--- src/rtl/fpc_pkg.sv ---
// Film perforation counter: shared widths, register indexes and constants.
// Controller/datapath command and status structs.
// No dependencies.
package fpc_pkg;

	// payload widths
	localparam int unsigned PIX_W   = 8;
	localparam int unsigned XOFF_W  = 12;
	localparam int unsigned BW_W    = 7;
	localparam int unsigned WR_W    = 7;
	localparam int unsigned CFG_AW  = 2;
	localparam int unsigned CFG_DW  = 12;
	localparam int unsigned SUM_W   = 14;
	localparam int unsigned TOT_W   = 20;
	localparam int unsigned CNT_W   = 24;
	localparam int unsigned COL_W   = 13;

	// configuration register indexes
	localparam logic [CFG_AW-1:0] REG_BAND_X_OFFSET = 2'd0;
	localparam logic [CFG_AW-1:0] REG_BAND_WIDTH    = 2'd1;
	localparam logic [CFG_AW-1:0] REG_WINDOW_ROWS   = 2'd2;

	// register reset values
	localparam logic [XOFF_W-1:0] RST_BAND_X_OFFSET = 12'd0;
	localparam logic [BW_W-1:0]   RST_BAND_WIDTH    = 7'd8;
	localparam logic [WR_W-1:0]   RST_WINDOW_ROWS   = 7'd16;
	localparam logic [TOT_W-1:0]  RST_SEEN_MIN      = 20'd32640;

	// limits
	localparam logic [BW_W-1:0]  BAND_W_LIMIT  = 7'd64;
	localparam logic [WR_W-1:0]  WIN_LIMIT     = 7'd64;
	localparam logic [COL_W-1:0] LINE_LIMIT    = 13'd4096;
	localparam logic [CNT_W-1:0] COUNT_MAX     = 24'hFFFFFF;

	// window ring store
	localparam int unsigned RING_DEPTH = 64;
	localparam int unsigned RING_AW    = 6;

	// divide by ten: floor(d * RECIP_TEN / 2^RECIP_SHIFT), exact for d < 2^22
	localparam logic [TOT_W-1:0] RECIP_TEN   = 20'd838861;
	localparam int unsigned      RECIP_SHIFT = 23;
	localparam int unsigned      PROD_W      = 2 * TOT_W;

	// controller to datapath
	typedef struct packed {
		logic pix_take;    // pixel word accepted
		logic row_fin;     // accepted word ends a row
		logic store_row;   // write row sum to first-block store
		logic learn_init;  // clear window, seed max/min, rewind index
		logic fetch;       // read ring at position, store at index
		logic track;       // max/min tracking on the current total
		logic add_live;    // push live row sum into window
		logic add_stored;  // push stored row into window, step index
		logic hole_update; // threshold compare and count
		logic div_start;   // register scaled difference
		logic thr_load;    // set threshold, clear window, rewind index
		logic out_load;    // capture result word
	} fpc_cmd_t;

	// datapath to controller
	typedef struct packed {
		logic calibrated;
		logic idx_done;
	} fpc_sts_t;

endpackage

--- src/rtl/fpc_ctrl.sv ---
// Perforation counter controller: sequences row store, learning, replay,
// live counting and result hand-off. Depends on fpc_pkg.
module fpc_ctrl import fpc_pkg::*; (
	input  logic     clk,
	input  logic     arst_n,
	input  logic     in_valid,
	input  logic     in_row_end,
	input  logic     in_block_end,
	output logic     in_ready,
	output logic     out_valid,
	input  logic     out_ready,
	input  fpc_sts_t sts,
	output fpc_cmd_t cmd
);

	typedef enum logic [3:0] {
		ST_IDLE,
		ST_STORE,
		ST_LIVE_FETCH,
		ST_LIVE_ADD,
		ST_LIVE_CMP,
		ST_LEARN_INIT,
		ST_LEARN_NEXT,
		ST_LEARN_ADD,
		ST_DIV,
		ST_THR,
		ST_REPLAY_NEXT,
		ST_REPLAY_ADD,
		ST_REPLAY_CMP,
		ST_EMIT
	} state_t;

	state_t state_q;
	logic   blk_q;
	logic   out_valid_q;
	logic   accept;
	logic   out_free;

	assign in_ready  = (state_q == ST_IDLE);
	assign accept    = in_valid && in_ready;
	assign out_free  = !out_valid_q || out_ready;
	assign out_valid = out_valid_q;

	// command decode
	always_comb begin
		cmd = '0;
		unique case (state_q)
			ST_IDLE: begin
				cmd.pix_take = accept;
				cmd.row_fin  = accept && (in_row_end || in_block_end);
			end
			ST_STORE:       cmd.store_row = 1'b1;
			ST_LIVE_FETCH:  cmd.fetch = 1'b1;
			ST_LIVE_ADD:    cmd.add_live = 1'b1;
			ST_LIVE_CMP:    cmd.hole_update = 1'b1;
			ST_LEARN_INIT:  cmd.learn_init = 1'b1;
			ST_LEARN_NEXT: begin
				cmd.fetch = !sts.idx_done;
				cmd.track = !sts.idx_done;
			end
			ST_LEARN_ADD:   cmd.add_stored = 1'b1;
			ST_DIV:         cmd.div_start = 1'b1;
			ST_THR:         cmd.thr_load = 1'b1;
			ST_REPLAY_NEXT: cmd.fetch = !sts.idx_done;
			ST_REPLAY_ADD:  cmd.add_stored = 1'b1;
			ST_REPLAY_CMP:  cmd.hole_update = 1'b1;
			ST_EMIT:        cmd.out_load = out_free;
			default:        cmd = '0;
		endcase
	end

	// state, block flag and result valid
	always_ff @(posedge clk or negedge arst_n) begin
		if (!arst_n) begin
			state_q     <= ST_IDLE;
			blk_q       <= 1'b0;
			out_valid_q <= 1'b0;
		end else begin
			if (out_valid_q && out_ready) out_valid_q <= 1'b0;
			unique case (state_q)
				ST_IDLE: begin
					if (accept && (in_row_end || in_block_end)) begin
						blk_q   <= in_block_end;
						state_q <= sts.calibrated ? ST_LIVE_FETCH : ST_STORE;
					end
				end
				ST_STORE:      state_q <= blk_q ? ST_LEARN_INIT : ST_IDLE;
				ST_LIVE_FETCH: state_q <= ST_LIVE_ADD;
				ST_LIVE_ADD:   state_q <= ST_LIVE_CMP;
				ST_LIVE_CMP:   state_q <= blk_q ? ST_EMIT : ST_IDLE;
				ST_LEARN_INIT: state_q <= ST_LEARN_NEXT;
				ST_LEARN_NEXT: state_q <= sts.idx_done ? ST_DIV : ST_LEARN_ADD;
				ST_LEARN_ADD:  state_q <= ST_LEARN_NEXT;
				ST_DIV:        state_q <= ST_THR;
				ST_THR:        state_q <= ST_REPLAY_NEXT;
				ST_REPLAY_NEXT: state_q <= sts.idx_done ? ST_EMIT : ST_REPLAY_ADD;
				ST_REPLAY_ADD: state_q <= ST_REPLAY_CMP;
				ST_REPLAY_CMP: state_q <= ST_REPLAY_NEXT;
				ST_EMIT: begin
					if (out_free) begin
						out_valid_q <= 1'b1;
						state_q     <= ST_IDLE;
					end
				end
				default: state_q <= ST_IDLE;
			endcase
		end
	end

endmodule

--- config.mk ---
export PLATFORM = sky130hd
export DESIGN_NAME = fpc_ctrl
export DESIGN_NICKNAME = d
export VERILOG_FILES = /design/src/rtl/fpc_pkg.sv /design/src/rtl/fpc_ctrl.sv
export SDC_FILE = /design/constraint.sdc
export NUM_CORES = 1
export LEC_CHECK = 0
export BUFFER_PORTS_ARGS = -buffer_cell sky130_fd_sc_hd__buf_2
export CAP_MARGIN = 5
export CORE_AREA = 2 2 39 41
export CTS_CLUSTER_SIZE = 40
export DETAILED_ROUTE_END_ITERATION = 7
export DIE_AREA = 0 0 41 43
export PLACE_DENSITY = 0.69
export RECOVER_POWER = 100
export SYNTH_ARGS = -nofsm -noshare
export SYNTH_HDL_FRONTEND = slang
export SYNTH_SLANG_ARGS = --single-unit
--- constraint.sdc ---
create_clock -name clk -period 3.1 [get_ports clk]
set_input_delay 0.31 -clock clk [delete_from_list [all_inputs] [get_ports clk]]
set_output_delay 0.31 -clock clk [all_outputs]
set_load 0.02 [all_outputs]
==> results.rst <==
.. list-table::
   :header-rows: 1

   * - Metric
     - Value
   * - Gp weighted congestion
     - 0.761
   * - Max-cap violation count
     - 0
   * - Worst setup margin
     - approximately 820 ps
   * - Clock slew seen by the registers of the worst setup and hold paths
     - roughly 40 ps
   * - Count of input and output buffers
     - 21
   * - Chip Height
     - 43 µm
   * - Worst hold-check path type
     - in2reg
   * - Post-route standard cell area excluding fillers
     - 627 µm²
   * - Endpoint required time on the critical path
     - about 2800 ps
   * - Result of the run
     - finished, final reports clean
   * - Setup TNS
     - 0 ps
   * - Number of diodes
     - 0
   * - Std cell rows
     - 14
   * - CP Capture Type
     - primary output
   * - Setup Viol. Count Final
     - 0
   * - Total placed instance area
     - ~630 µm²
   * - Critical path start-end classification
     - reg2out
   * - Largest clock skew in the final design
     - around 4.2 ps
   * - PostCTS Resize Cnt
     - 0
   * - Layout-stage area growth over the synthesis result
     - 17.1%
   * - Antenna violations before repair
     - 0
   * - GR Layer Usage met3
     - 0.0314
   * - Number of fill cells in the layout
     - ~150
   * - Power Dens Cells
     - slightly below 1000 nW/µm²
   * - P_leak
     - 0.249 nW
   * - Post CTS Setup Buffer Count
     - 0
   * - Core Area
     - approximately 1400 µm²
   * - Number of DRC markers in iteration 0
     - 12
   * - Ratio of cells with drive above 1 in the final layout
     - 0.116
   * - Wire length per cell
     - 11.5 µm
   * - Final worst-path cycle share
     - 0.735
   * - Seq cells post-synth
     - 6
   * - Category of the worst setup path launch point
     - flop
   * - Number of global-route vias before repair
     - approximately 430
   * - Number of search-and-repair iterations in the first detailed-routing pass
     - 3
   * - Syn_nets
     - 74
   * - Nets
     - 96
   * - Number of clock buffers inserted by TritonCTS
     - 3
   * - Met1 Track Usage GR
     - 0.215
   * - H-tree level count
     - 1
   * - CTS tree
     - yes
   * - GRT overflow
     - 0
   * - Mapped Cells
     - 66
   * - Post-synthesis cell type count
     - 27
   * - Worst-margin pin slew
     - roughly 530 ps
   * - Most Used Layer, Global Route
     - met1
   * - Post-route DRC violation count
     - 0
   * - Routing usage on met2
     - 0.200
   * - Setup repair after global routing missed its margin
     - no
   * - Initial core utilization
     - 0.387
   * - Number of I/O pins
     - 22
   * - Post-Synthesis Cell Area
     - around 540 µm²
   * - Worst Reg2Reg Path Length in Cells
     - 4
   * - Max-slew violation count
     - 0
   * - Buffers from clock root to sink, at most
     - 2
   * - Mean post-synth cell area
     - 8.11 µm²
   * - Largest net degree at the start of global routing
     - 20
   * - Data arrival time of the worst path
     - ~2000 ps
   * - Post-detail-place hpwl
     - roughly 790 µm
   * - Count of endpoints failing hold in the final timing report
     - 0
   * - Highest clock frequency the design can meet
     - 439 MHz
   * - Clock tree sinks
     - 6
   * - Max VDD drop
     - between 0.3 and 0.4 mV
   * - Headroom to the max-slew limit
     - 0.645
   * - Cells on Worst Hold Path
     - 2
   * - Yosys synthesis warning count
     - 0
   * - Overall die area
     - approximately 1800 µm²
   * - Minimum setup slack after placement
     - roughly 1400 ps
   * - Routed wire length
     - roughly 1200 µm
   * - Floorplan die width
     - 41 µm
   * - First-pass GRT wire length
     - ~1800 µm
   * - Final critical delay including setup and external delays
     - around 2300 ps
   * - Clk Latency, worst-skew pair
     - around 250 ps
   * - Vias per cell
     - 5.20
   * - Number of vias in the routed layout
     - 530
   * - Post-detailed-route count of antenna-violating nets
     - 0
   * - Maximum fanout along the worst path
     - 19
   * - Root Buffer
     - sky130_fd_sc_hd__clkbuf_4
   * - Seq/Total Area, Yosys
     - 0.280
   * - Global-route total usage across every layer
     - 0.158
-- timing repair --
item                       4_1_cts  5_1_grt
setup endpoints to repair        0        0
hold buffers                     1        0
hold endpoints to repair         6        0
-- registers in the layout, summed over array words and instances (netlist names) --
name,cells
out_valid,1
state_q,4
blk_q,1
-- layout by cell type, fill, tap and decap left out --
cell type,count
sky130_fd_sc_hd__o211a_1,1
sky130_fd_sc_hd__or3_1,1
sky130_fd_sc_hd__a21oi_1,7
sky130_fd_sc_hd__nand4b_1,1
sky130_fd_sc_hd__dlygate4sd3_1,1
sky130_fd_sc_hd__clkbuf_1,14
sky130_fd_sc_hd__o22ai_1,1
sky130_fd_sc_hd__o21ai_1,1
sky130_fd_sc_hd__nor4_1,1
sky130_fd_sc_hd__nor3_1,3
sky130_fd_sc_hd__nand4bb_1,1
sky130_fd_sc_hd__o21a_1,2
sky130_fd_sc_hd__buf_2,7
sky130_fd_sc_hd__nor4b_1,1
sky130_fd_sc_hd__xnor2_1,1
sky130_fd_sc_hd__dfrtp_1,6
sky130_fd_sc_hd__maj3_1,1
sky130_fd_sc_hd__and2_0,1
sky130_fd_sc_hd__or3b_1,2
sky130_fd_sc_hd__a22o_1,2
sky130_fd_sc_hd__inv_1,1
sky130_fd_sc_hd__nor2b_1,3
sky130_fd_sc_hd__clkbuf_4,3
sky130_fd_sc_hd__nor2_1,5
sky130_fd_sc_hd__nand2_1,3
sky130_fd_sc_hd__a211oi_1,1
sky130_fd_sc_hd__o21ai_0,7
sky130_fd_sc_hd__nand2b_1,5
sky130_fd_sc_hd__nor3b_1,3
-- through the flow --
step	utilization	total power [mW]	hold WS, ps	instances
finish	0.453	0.603	320	102
global route	0.453	0.662	346	102
CTS	0.478	0.637	323	102
detailed placement	0.455	0.563	137	98
global placement	0.455	0.560	137	98
floorplan	-	0.490	14.4	66
-- synth_stat cells --
master,n,area [µm²]
sky130_fd_sc_hd__a211oi_1,1,7.51
sky130_fd_sc_hd__a21oi_1,7,35.0
sky130_fd_sc_hd__a22o_1,2,17.5
sky130_fd_sc_hd__and2_4,1,8.76
sky130_fd_sc_hd__buf_2,4,20.0
sky130_fd_sc_hd__buf_6,1,11.3
sky130_fd_sc_hd__dfrtp_1,6,150
sky130_fd_sc_hd__inv_1,1,3.75
sky130_fd_sc_hd__maj3_1,1,10.0
sky130_fd_sc_hd__nand2_1,3,11.3
sky130_fd_sc_hd__nand2b_1,5,31.3
sky130_fd_sc_hd__nand4b_1,1,8.76
sky130_fd_sc_hd__nand4bb_1,1,11.3
sky130_fd_sc_hd__nor2_1,5,18.8
sky130_fd_sc_hd__nor2b_1,3,18.8
sky130_fd_sc_hd__nor3_1,3,15.0
sky130_fd_sc_hd__nor3b_1,3,22.5
sky130_fd_sc_hd__nor4_4,1,21.3
sky130_fd_sc_hd__nor4b_1,1,8.76
sky130_fd_sc_hd__o211a_1,1,10.0
sky130_fd_sc_hd__o21a_1,2,15.0
sky130_fd_sc_hd__o21ai_0,6,30.0
sky130_fd_sc_hd__o21ai_1,2,10.0
sky130_fd_sc_hd__o22ai_1,1,6.26
sky130_fd_sc_hd__or3_1,1,6.26
sky130_fd_sc_hd__or3b_1,2,17.5
sky130_fd_sc_hd__xnor2_1,1,8.76
-- routing by layer --
layer	routed length (µm)	up-vias	share of wire
met5	0	-	0
met4	42	0	0.036
met3	45	4	0.038
met2	522	13	0.44
met1	566	234	0.48
li1	-	279	-
-- worst paths after layout --
kind | end | slack (ps) | start
worst min register to register | blk_q | 530 | blk_q
min in group asynchronous | state_q[3] | 460 | arst_n
worst min-delay path | blk_q | 320 | in_block_end
max in group asynchronous | out_valid | 2400 | arst_n
worst max register to register | blk_q | 1380 | state_q[2]
worst max-delay path | cmd[10] | 820 | state_q[2]
-- critical path: stages, from the launching register on --
cell                       delay, ps
sky130_fd_sc_hd__dfrtp_1         570
sky130_fd_sc_hd__nor4_1          520
sky130_fd_sc_hd__and2_0          270
sky130_fd_sc_hd__o21a_1          140
sky130_fd_sc_hd__clkbuf_1        220
-- where the power goes --
| group | internal, mW | leakage, nW | switching [mW] |
|---|---|---|---|
| clock network | 0.0437 | 0.0138 | 0.0266 |
| logic | 0.140 | 0.161 | 0.170 |
| registers | 0.112 | 0.0745 | 0.110 |
| total | 0.296 | 0.249 | 0.307 |
-- cells by family (layout without fill, tap and decap cells) --
group	count (synthesis)	after routing	share of synthesized area
flops	6	6	0.280
buf+inv	6	26	0.0654
fa+ha+maj	1	1	0.0187
xor+xnor	1	1	0.0164
compound gates	22	22	0.245
simple gates	30	30	0.374
-- area by class of cell --
class | instances | area (µm²) | area share
multi-input combinational | 54 | 333 | 0.531
sequential | 6 | 150 | 0.240
timing repair buffer | 22 | 97.6 | 0.156
clock buffer | 3 | 22.5 | 0.0359
tap | 16 | 20.0 | 0.0319
inverter | 1 | 3.75 | 0.00599
No activity file was read; power rests on OpenSTA's default activity.
